**config.mk**
```make
export PLATFORM = sky130hd
export DESIGN_NAME = sst_engine
export DESIGN_NICKNAME = d
export VERILOG_FILES = /design/src/rtl/sst_pkg.sv /design/src/rtl/sst_engine.sv
export SDC_FILE = /design/constraint.sdc
export NUM_CORES = 1
export LEC_CHECK = 0
export BUFFER_PORTS_ARGS = -buffer_cell sky130_fd_sc_hd__buf_2
export CORE_UTILIZATION = 58
export CTS_CLUSTER_DIAMETER = 120
export DETAILED_ROUTE_END_ITERATION = 6
export GPL_ROUTABILITY_DRIVEN = 0
export GPL_TIMING_DRIVEN = 0
export PLACE_DENSITY = 0.84
export RECOVER_POWER = 50
export SKIP_LAST_GASP = 1
export SYNTH_ARGS = -nofsm -noshare
export SYNTH_HDL_FRONTEND = slang
export SYNTH_SLANG_ARGS = --single-unit
```
**constraint.sdc**
```tcl
create_clock -name clk -period 11.6 [get_ports clk]
set_input_delay 0.58 -clock clk [delete_from_list [all_inputs] [get_ports clk]]
set_output_delay 0.58 -clock clk [all_outputs]
set_load 0.01 [all_outputs]
```
**src/rtl/sst_pkg.sv**
```systemverilog
// ----------------------------------------------------------------------------
// sst_pkg
// Sizes, codes and shared types of the segment tree block.
// ----------------------------------------------------------------------------
`timescale 1ns / 1ps

package sst_pkg;

  // Tree geometry.
  localparam int MAX_LEAVES = 1024;
  localparam int VALUE_W    = 32;
  localparam int NODES      = 2 * MAX_LEAVES;
  localparam int NODE_W     = $clog2(NODES);
  localparam int IDX_W      = $clog2(MAX_LEAVES);
  localparam int CNT_W      = 11;
  localparam int LEVELS     = IDX_W;
  localparam int LVL_W      = $clog2(LEVELS + 1);

  localparam logic [CNT_W-1:0] LEAF_COUNT_RESET = CNT_W'(MAX_LEAVES);

  // Command codes of an input word.
  typedef enum logic {
    CMD_UPDATE = 1'b0,
    CMD_QUERY  = 1'b1
  } cmd_t;

  // Sequencer states.
  typedef enum logic [3:0] {
    ST_CLEAR,
    ST_IDLE,
    ST_UP_LEAF_RD,
    ST_UP_LEAF_WR,
    ST_UP_SIB_RD,
    ST_UP_PAR_WR,
    ST_Q_RD,
    ST_Q_ACC,
    ST_Q_DONE
  } state_t;

  // Request from the sequencer to the node memory.
  typedef struct packed {
    logic              we;
    logic [NODE_W-1:0] waddr;
    logic [VALUE_W-1:0] wdata;
    logic [NODE_W-1:0] raddr;
  } ram_req_t;

endpackage

```
**src/rtl/sst_engine.sv**
```systemverilog
// ----------------------------------------------------------------------------
// sst_engine
// Sequencer and datapath that walk the tree with one shared adder.
// ----------------------------------------------------------------------------
`timescale 1ns / 1ps

module sst_engine (
  input  logic                                clk,
  input  logic                                rst,
  input  logic [sst_pkg::CNT_W-1:0]           n_leaves,
  input  logic                                in_valid,
  input  logic                                command,
  input  logic [sst_pkg::IDX_W-1:0]           index,
  input  logic [sst_pkg::IDX_W-1:0]           right_bound,
  input  logic signed [sst_pkg::VALUE_W-1:0]  delta,
  output logic                                in_stall,
  input  logic                                out_free,
  output logic                                res_load,
  output logic [sst_pkg::VALUE_W-1:0]         res_value,
  output sst_pkg::ram_req_t                   ram_req,
  input  logic [sst_pkg::VALUE_W-1:0]         ram_rdata
);

  sst_pkg::state_t state, state_next;

  logic [sst_pkg::NODE_W-1:0]  node, node_next;
  logic [sst_pkg::NODE_W:0]    left, left_next;
  logic [sst_pkg::NODE_W-1:0]  right, right_next;
  logic [sst_pkg::VALUE_W-1:0] acc, acc_next;

  logic [sst_pkg::VALUE_W-1:0] sum;
  logic [sst_pkg::CNT_W-1:0]   n_last;
  logic [sst_pkg::NODE_W-1:0]  lo_clamp, hi_clamp;
  logic                        upd_in_range;
  logic                        q_empty;
  logic [sst_pkg::NODE_W:0]    run_len;
  logic [sst_pkg::LEVELS:1]    climb_ok;
  logic [sst_pkg::LVL_W-1:0]   climb;
  logic [sst_pkg::NODE_W-1:0]  blk_node;
  logic [sst_pkg::NODE_W:0]    blk_span;

  // The one shared adder: leaf plus delta, child plus sibling, or running sum.
  assign sum = acc + ram_rdata;

  // Bounds of an incoming word under the current layout.
  always_comb begin
    n_last       = n_leaves - sst_pkg::CNT_W'(1);
    upd_in_range = {1'b0, index} < n_leaves;
    q_empty      = index > right_bound;
    lo_clamp     = ({1'b0, index} > n_last) ? n_last : {1'b0, index};
    hi_clamp     = ({1'b0, right_bound} > n_last) ? n_last : {1'b0, right_bound};
  end

  // Largest aligned block at the left end that still fits in the range.
  // Each level is checked on its own; the checks pass for a prefix of levels.
  always_comb begin
    run_len = {1'b0, right} - left + (sst_pkg::NODE_W + 1)'(1);
    for (int j = 1; j <= sst_pkg::LEVELS; j++) begin
      climb_ok[j] = ((left[sst_pkg::NODE_W-1:0] & sst_pkg::NODE_W'((1 << j) - 1)) == '0)
                    && (run_len >= ((sst_pkg::NODE_W + 1)'(1) << j));
    end
    climb    = sst_pkg::LVL_W'($countones(climb_ok));
    blk_node = left[sst_pkg::NODE_W-1:0] >> climb;
    blk_span = (sst_pkg::NODE_W + 1)'(1) << climb;
  end

  // Next state.
  always_comb begin
    state_next = state;
    case (state)
      sst_pkg::ST_CLEAR: begin
        if (node == '1) state_next = sst_pkg::ST_IDLE;
      end
      sst_pkg::ST_IDLE: begin
        if (in_valid) begin
          if (command == sst_pkg::CMD_QUERY) begin
            state_next = q_empty ? sst_pkg::ST_Q_DONE : sst_pkg::ST_Q_RD;
          end else if (upd_in_range) begin
            state_next = sst_pkg::ST_UP_LEAF_RD;
          end
        end
      end
      sst_pkg::ST_UP_LEAF_RD: state_next = sst_pkg::ST_UP_LEAF_WR;
      sst_pkg::ST_UP_LEAF_WR: begin
        state_next = (node > sst_pkg::NODE_W'(1)) ? sst_pkg::ST_UP_SIB_RD : sst_pkg::ST_IDLE;
      end
      sst_pkg::ST_UP_SIB_RD: state_next = sst_pkg::ST_UP_PAR_WR;
      sst_pkg::ST_UP_PAR_WR: begin
        state_next = ((node >> 1) > sst_pkg::NODE_W'(1)) ? sst_pkg::ST_UP_SIB_RD
                                                          : sst_pkg::ST_IDLE;
      end
      sst_pkg::ST_Q_RD: state_next = sst_pkg::ST_Q_ACC;
      sst_pkg::ST_Q_ACC: begin
        state_next = (left <= {1'b0, right}) ? sst_pkg::ST_Q_RD : sst_pkg::ST_Q_DONE;
      end
      sst_pkg::ST_Q_DONE: begin
        if (out_free) state_next = sst_pkg::ST_IDLE;
      end
      default: state_next = sst_pkg::ST_IDLE;
    endcase
  end

  // Outputs: memory requests, handshake and result hand-off.
  always_comb begin
    ram_req.we    = 1'b0;
    ram_req.waddr = node;
    ram_req.wdata = sum;
    ram_req.raddr = node;
    case (state)
      sst_pkg::ST_CLEAR: begin
        ram_req.we    = 1'b1;
        ram_req.wdata = '0;
      end
      sst_pkg::ST_UP_LEAF_WR: ram_req.we = 1'b1;
      sst_pkg::ST_UP_SIB_RD:  ram_req.raddr = node ^ sst_pkg::NODE_W'(1);
      sst_pkg::ST_UP_PAR_WR: begin
        ram_req.we    = 1'b1;
        ram_req.waddr = node >> 1;
      end
      sst_pkg::ST_Q_RD:       ram_req.raddr = blk_node;
      default: ram_req.we = 1'b0;
    endcase
    in_stall  = (state != sst_pkg::ST_IDLE);
    res_load  = (state == sst_pkg::ST_Q_DONE) && out_free;
    res_value = acc;
  end

  // Datapath register updates.
  always_comb begin
    node_next  = node;
    left_next  = left;
    right_next = right;
    acc_next   = acc;
    case (state)
      sst_pkg::ST_CLEAR: node_next = node + sst_pkg::NODE_W'(1);
      sst_pkg::ST_IDLE: begin
        if (in_valid) begin
          if (command == sst_pkg::CMD_QUERY) begin
            acc_next   = '0;
            left_next  = {1'b0, lo_clamp + n_leaves};
            right_next = hi_clamp + n_leaves;
          end else begin
            acc_next  = delta;
            node_next = {1'b0, index} + n_leaves;
          end
        end
      end
      sst_pkg::ST_UP_LEAF_WR: acc_next = sum;
      sst_pkg::ST_UP_PAR_WR: begin
        acc_next  = sum;
        node_next = node >> 1;
      end
      sst_pkg::ST_Q_RD:  left_next = left + blk_span;
      sst_pkg::ST_Q_ACC: acc_next = sum;
      default: acc_next = acc;
    endcase
  end

  // Control state; the walk pointer doubles as the clearing address.
  always_ff @(posedge clk) begin
    if (rst) begin
      state <= sst_pkg::ST_CLEAR;
      node  <= '0;
    end else begin
      state <= state_next;
      node  <= node_next;
    end
  end

  // Payload registers.
  always_ff @(posedge clk) begin
    left  <= left_next;
    right <= right_next;
    acc   <= acc_next;
  end

endmodule

```
==> results of run 1 <==
registers in the layout, indices dropped and copies added, names as in the netlist:
signal     cells
res_value     32
right         11
node          11
state          4
left          12
area by class of cell:
cell class              count  area [um2]  area share
clock buffers              12         268      0.0243
well taps                 216         270      0.0245
repair buffers            188         895      0.0810
inverters                  92         345      0.0313
multi-input cells         978        7100       0.644
flip-flops and latches     70        1950       0.177
clock inverters             4        27.5     0.00249
plain buffers              47         176      0.0160
final timing paths:
kind | from | endpoint | depth (start not counted)
setup reg to reg | left[1]$_DFFE_PP_ | left[10]$_DFFE_PP_ | 33
hold reg to reg | node[1]$_SDFFE_PP0P_ | node[1]$_SDFFE_PP0P_ | 2
hold / removal | rst | state[0]$_SDFFE_PP0P_ | 2
setup / recovery | left[1]$_DFFE_PP_ | left[10]$_DFFE_PP_ | 33
power groups by stage:
| stage | combinational [mW] | sequential [mW] | clock, mW |
|---|---|---|---|
| 6_report | 0.230 | 0.278 | 0.279 |
| 5_1_grt | 0.256 | 0.278 | 0.288 |
| 4_1_cts | 0.227 | 0.278 | 0.280 |
| 3_5_place_dp | 0.225 | 0.283 | 0 |
| 3_3_place_gp | 0.218 | 0.283 | 0 |
| 2_1_floorplan | 0.159 | 0.283 | 0 |
per-layer routing:
layer	global-route usage	vias up	wire, um
met3	0.0419	98	1810
li1	-	4682	-
met1	0.402	4406	11300
met5	0	-	0
met4	0.173	0	1310
met2	0.534	431	12600
kinds of logic after synthesis:
kind of cell               share of synthesized area
adders and majority gates                      0.219
muxes                                         0.0463
and+or+nand+nor                                0.162
xor gates and xnor gates                      0.0805
AOI/OAI and AO/OA                              0.233
DFF                                            0.204
buffers and inverters                         0.0545
through the flow:
| stage | hold slack [ns] | area, um2 | instances | power (mW) |
|---|---|---|---|---|
| after floorplan | 0.542 | 9570 | 1187 | 0.442 |
| after global placement | 0.583 | 10800 | 1590 | 0.501 |
| after detailed placement | 0.590 | 10800 | 1591 | 0.508 |
| after CTS | 0.503 | 11100 | 1607 | 0.784 |
| after global routing | 0.532 | 11000 | 1607 | 0.822 |
| final | 0.507 | 11000 | 1607 | 0.786 |
placed cells by master (no fill, tap or decap), types with 50 or more instances in the layout:
cell / n
a21o_1: 50
a21oi_1: 104
nand2_1: 70
nor2_1: 110
xnor2_1: 58
buf_2: 151
inv_1: 92
clkbuf_1: 82
edfxtp_1: 55
o21ai_0: 97
ha_1: 147
worst reg2reg max path: cells and delay by family, from the launching register on:
kind	cells	cell delay [ns]
compound gates	14	2.89
mux	1	0.08
fa+ha+maj	10	3.94
buf+inv	2	0.09
xor+xnor	3	0.46
flops	1	0.57
simple gates	3	0.91
==> run_results.csv, run 1 <==
group,metric,value,unit
critical_path,crit_buf_inv,2,
timing,setup_slack,2.38,ns
power_and_ir_drop,vdd_drop_max,0.0700,mV
synthesis,synth_area,9570,um2
global_routing,grt_pass1_vias,9007,
global_routing,grt_pass1_wl,42.8,mm
critical_path,critPathArrivalTime,9.30,ns
timing,hold_viol,0,
synthesis,synth_edf_count,55,
power_and_ir_drop,p_comb_frac,0.292,
critical_path,crit_family,"adder cells",
timing,rsz0062_at_grt,"false",
clocking,cts_root_buf,"clkbuf_16",
timing,clock.fmax,108,MHz
critical_path,crit_top_cell,"fa_1",
global_routing,grt_usage,0.320,
synthesis,synth_area_leaders,"ha_1 19%, edfxtp_1 17%, a21oi_1 5.4%, xnor2_1 5.3%, o21ai_0 5.1%",
synthesis,synth.most_common_cell,"ha_1",
power_and_ir_drop,internal_power,0.542,mW
layout,fillers,1333,
clocking,insertion_delay,0.36,ns
synthesis,yosysTopAreaCellShare,0.192,
layout,area.growth.synth_to_final,15.3,%
clocking,clock_sinks,70,
placement,dp_slack,2.42,ns
die,die_h,130,um
critical_path,cpPeakStageDelay,0.57,ns
synthesis,synth_nets,1447,
clocking,hold_buffers,0,
clocking,post_cts_resized,0,
die,rows,46,
outcome,violations,"capacitance limit, slew limit",
power_and_ir_drop,power_frac_seq,0.353,
detailed_routing,final_antenna_net_count,0,
detailed_routing,first_pass_iters,5,
outcome,status,"complete, but fails checks",
die,ios,189,
die,dieWidth,130,um
timing,setup_viol,0,
global_routing,grt_max_degree,33,
synthesis,ys_seq_area_frac,0.204,
power_and_ir_drop,pwr-share-clk,0.355,
power_and_ir_drop,power.density,71.2,nW/um2
flow_run,max-cap-violations,1,
detailed_routing,wl,26.9,mm
synthesis,synth_area_per_cell,8.06,um2
timing,min_period,9.22,ns
min_path,hold_class,"in2reg",
detailed_routing,vias_per_cell,5.98,
synthesis,synthCells,1187,
detailed_routing,first_iter_violations,674,
timing,tns,0,ns
timing,slew_violations,33,
detailed_routing,drc,0,
placement,place_hpwl,21.9,mm
clocking,path_clk_slew,0.06,ns
layout,layout-drive-gt1-share,0.142,
timing,fin_worst_skew,0.0138,ns
power_and_ir_drop,p_leak,5.22,nW
critical_path,cp_max_fo,8,
critical_path,startpoint_type,"register",
placement,portBuffers,187,
power_and_ir_drop,switchingPower,0.244,mW
global_routing,antenna_found_initial,0,
detailed_routing,routedWlPerCell,16.8,um
clocking,post_cts_buffers,0,
detailed_routing,vias,9617,
synthesis,synth_common_cells,"147 x ha_1, 111 x nor2_1, 104 x a21oi_1",
global_routing,globalRouteOverflowTotal,0,
layout,nets,1646,
synthesis,yosysUniqueCellTypes,62,
synthesis,ys_warn_count,0,
die,initial_core_util,0.598,
layout,diodes,0,
clocking,cts-buffers-inserted,9,
synthesis,yosys.area.top_type,"ha_1",
critical_path,rrSetupSlack,2.38,ns
synthesis,synth_flop_cell,"edfxtp_1",
timing,worst_slew_pin_slew,1.96,ns
clocking,clock_path_buffers,2,
critical_path,crit_path_top_delay_cell,"edfxtp_1",
clocking,htree_levels,3,
die,dieArea,17000,um2
die,core,16000,um2
clocking,cts_tree,"yes",
synthesis,synth-seq-cells,70,
critical_path,required,11.68,ns
layout,fin_util,0.690,
power_and_ir_drop,swShare,0.310,
synthesis,postSynth.asyncResetShare,0,
critical_path,worstSetupEndpointType,"register",
timing,period_share,0.795,
critical_path,path_class,"reg2reg",
timing,slew-limit-headroom,-0.308,
Power figures use the tool's default switching activity.
==> run 2, diff against run 1 <==
--- a/config.mk
+++ b/config.mk
@@ -5,13 +5,14 @@
 export SDC_FILE = /design/constraint.sdc
 export NUM_CORES = 1
 export LEC_CHECK = 0
+export ABC_AREA = 1
 export BUFFER_PORTS_ARGS = -buffer_cell sky130_fd_sc_hd__buf_2
-export CORE_UTILIZATION = 58
+export CORE_UTILIZATION = 59
 export CTS_CLUSTER_DIAMETER = 120
 export DETAILED_ROUTE_END_ITERATION = 6
 export GPL_ROUTABILITY_DRIVEN = 0
 export GPL_TIMING_DRIVEN = 0
-export PLACE_DENSITY = 0.84
+export PLACE_DENSITY = 0.85
 export RECOVER_POWER = 50
 export SKIP_LAST_GASP = 1
 export SYNTH_ARGS = -nofsm -noshare
==> constraint.sdc (replaced) <==
create_clock -name clk -period 8.75 [get_ports clk]
set_input_delay 0.4375 -clock clk [delete_from_list [all_inputs] [get_ports clk]]
set_output_delay 0.4375 -clock clk [all_outputs]
set_load 0.01 [all_outputs]
==> run_results.csv, run 2 <==
group,metric,value,unit
outcome,status,"completed",
detailed_routing,final_antenna_net_count,0,
global_routing,grt_max_degree,21,
die,dieWidth,136,um
synthesis,synth_area_per_cell,6.60,um2
synthesis,synth_area_leaders,"ha_1 17%, edfxtp_1 16%, nand2_1 14%, inv_1 7.5%, nor2_1 6.0%",
clocking,cts_root_buf,"clkbuf_16",
synthesis,synth_area,10600,um2
critical_path,critPathArrivalTime,7.88,ns
power_and_ir_drop,post-layout-total-power,2.37,mW
clocking,post_cts_resized,0,
detailed_routing,first_pass_iters,6,
timing,slew-limit-headroom,0.135,
timing,period_share,0.887,
layout,regArea,1950,um2
clocking,clock_path_buffers,2,
critical_path,cp_max_fo,10,
die,ios,189,
layout,fin_area,11900,um2
layout,mostFrequentLayoutCells,"407 x nand2_1, 217 x inv_1, 173 x nor2_1",
power_and_ir_drop,p_leak,6.09,nW
clocking,post_cts_buffers,0,
critical_path,crit_buf_inv,4,
timing,slew_violations,0,
synthesis,synth.most_common_cell,"nand2_1",
flow_run,max-cap-violations,0,
die,core,17400,um2
timing,fin_worst_skew,0.0179,ns
global_routing,grt_pass1_wl,50.8,mm
detailed_routing,drc,0,
critical_path,cpPeakStageDelay,0.56,ns
synthesis,synth_nets,1860,
layout,layout-drive-gt1-share,0.121,
timing,min_period,7.76,ns
timing,setup_viol,0,
critical_path,path_class,"reg2reg",
layout,final_common_cell,"nand2_1",
die,die_h,136,um
detailed_routing,first_iter_violations,1160,
detailed_routing,vias_per_cell,5.78,
clocking,path_clk_slew,0.07,ns
global_routing,globalRouteOverflowTotal,0,
power_and_ir_drop,vdd_drop_max,0.128,mV
die,dieArea,18400,um2
synthesis,synth-seq-cells,70,
synthesis,yosysTopAreaCellShare,0.174,
clocking,insertion_delay,0.36,ns
detailed_routing,wl,32.3,mm
detailed_routing,vias,11700,
placement,place_hpwl,26.6,mm
synthesis,ys_seq_area_frac,0.185,
layout,area.growth.synth_to_final,12.5,%
clocking,clock_sinks,70,
layout,largest_reg_flops,32,
clocking,cts-buffers-inserted,9,
min_path,hold_class,"in2reg",
layout,multi_input_area,7510,um2
synthesis,synthCells,1600,
synthesis,synth_common_cells,"404 x nand2_1, 212 x inv_1, 170 x nor2_1",
timing,clock.fmax,129,MHz
clocking,hold_buffers,0,
critical_path,worstSetupEndpointType,"register",
synthesis,yosysUniqueCellTypes,50,
synthesis,yosys.area.top_type,"ha_1",
critical_path,rrSetupSlack,0.99,ns
timing,rsz0062_at_grt,"false",
global_routing,grt_pass1_vias,10600,
layout,nets,2060,
critical_path,crit_family,"adder cells",
placement,portBuffers,188,
global_routing,grt_usage,0.351,
placement,dpl_cell_area,11800,um2
synthesis,ys_warn_count,0,
timing,hold_viol,0,
die,rows,48,
clocking,htree_levels,3,
clocking,cts_tree,"yes",
synthesis,synth_flop_cell,"edfxtp_1",
power_and_ir_drop,power.density,199,nW/um2
synthesis,postSynth.asyncResetShare,0,
critical_path,required,8.87,ns
timing,worst_slew_pin_slew,1.30,ns
critical_path,crit_top_cell,"nand2_1",
synthesis,synth_edf_count,55,
timing,tns,0,ns
critical_path,crit_path_top_delay_cell,"fa_1",
critical_path,startpoint_type,"register",
layout,fillers,1575,
detailed_routing,routedWlPerCell,15.9,um
die,initial_core_util,0.607,
global_routing,antenna_found_initial,0,
[run 2: cell types whose count changed after synthesis, moves of 42 or more]
cell	before	now
nand2_1	70	404
inv_1	92	212
nor2_1	111	170
nand3_1	48	91
a21o_1	50	8
xnor2_1	58	16
[run 2: worst paths after layout]
check | from | endpoint | cells after the start
setup / recovery | left[1]$_DFFE_PP_ | left[11]$_SDFFCE_PN0P_ | 36
hold / removal | rst | state[2]$_SDFFE_PP0P_ | 2
setup reg to reg | left[1]$_DFFE_PP_ | left[11]$_SDFFCE_PN0P_ | 36
hold reg to reg | node[6]$_SDFFE_PP0P_ | node[5]$_SDFFE_PP0P_ | 2
[run 2: kinds of logic after synthesis]
group                      Yosys count  synth area share
and+or+nand+nor                    743             0.300
AOI/OAI and AO/OA                  333             0.184
buffers and inverters              250            0.0959
adders and majority gates          160             0.199
DFF                                 70             0.185
xor gates and xnor gates            43            0.0356
muxes                                1          0.000947
[run 2: metal layers]
| layer | share of wire | vias up | global-route usage | wire length, um |
|---|---|---|---|---|
| li1 | - | 5753 | - | - |
| met1 | 0.42 | 5265 | 0.461 | 13500 |
| met2 | 0.44 | 623 | 0.564 | 14200 |
| met3 | 0.11 | 99 | 0.0656 | 3510 |
| met4 | 0.034 | 0 | 0.139 | 1100 |
| met5 | 0 | - | 0 | 0 |
[run 2: worst register-to-register path: cells and delay by family, from the launching register on]
kind | cells | cell delay [ns]
compound gates | 4 | 0.65
xor+xnor | 1 | 0.17
flops | 1 | 0.52
fa+ha+maj | 9 | 3.36
buf+inv | 4 | 0.53
simple gates | 18 | 2.32
[run 2: power breakdown]
group	leakage [nW]	internal (mW)	switching (mW)	total, mW
Clock	0.130	0.191	0.165	0.356
Sequential	0.629	0.447	0.0663	0.513
Combinational	5.33	0.505	0.996	1.50
Total	6.09	1.14	1.23	2.37
[run 2: per-stage QoR]
step	std cells	util	setup slack, ns	hold slack (ns)
after CTS	2030	0.694	1.04	0.267
after floorplan	1600	-	1.94	0.494
after global placement	2013	0.677	1.25	0.511
after global routing	2030	0.682	0.480	0.286
final	2031	0.682	0.992	0.273
after detailed placement	2014	0.679	1.06	0.521
[run 2: cell type report]
type                    count  share of cell area
clock inverters             6             0.00326
plain buffers              25             0.00990
diodes                      1            0.000211
inverters                 225              0.0712
clock buffers              10              0.0193
multi-input cells        1280               0.632
well taps                 225              0.0237
flip-flops and latches     70               0.164
repair buffers            189              0.0759
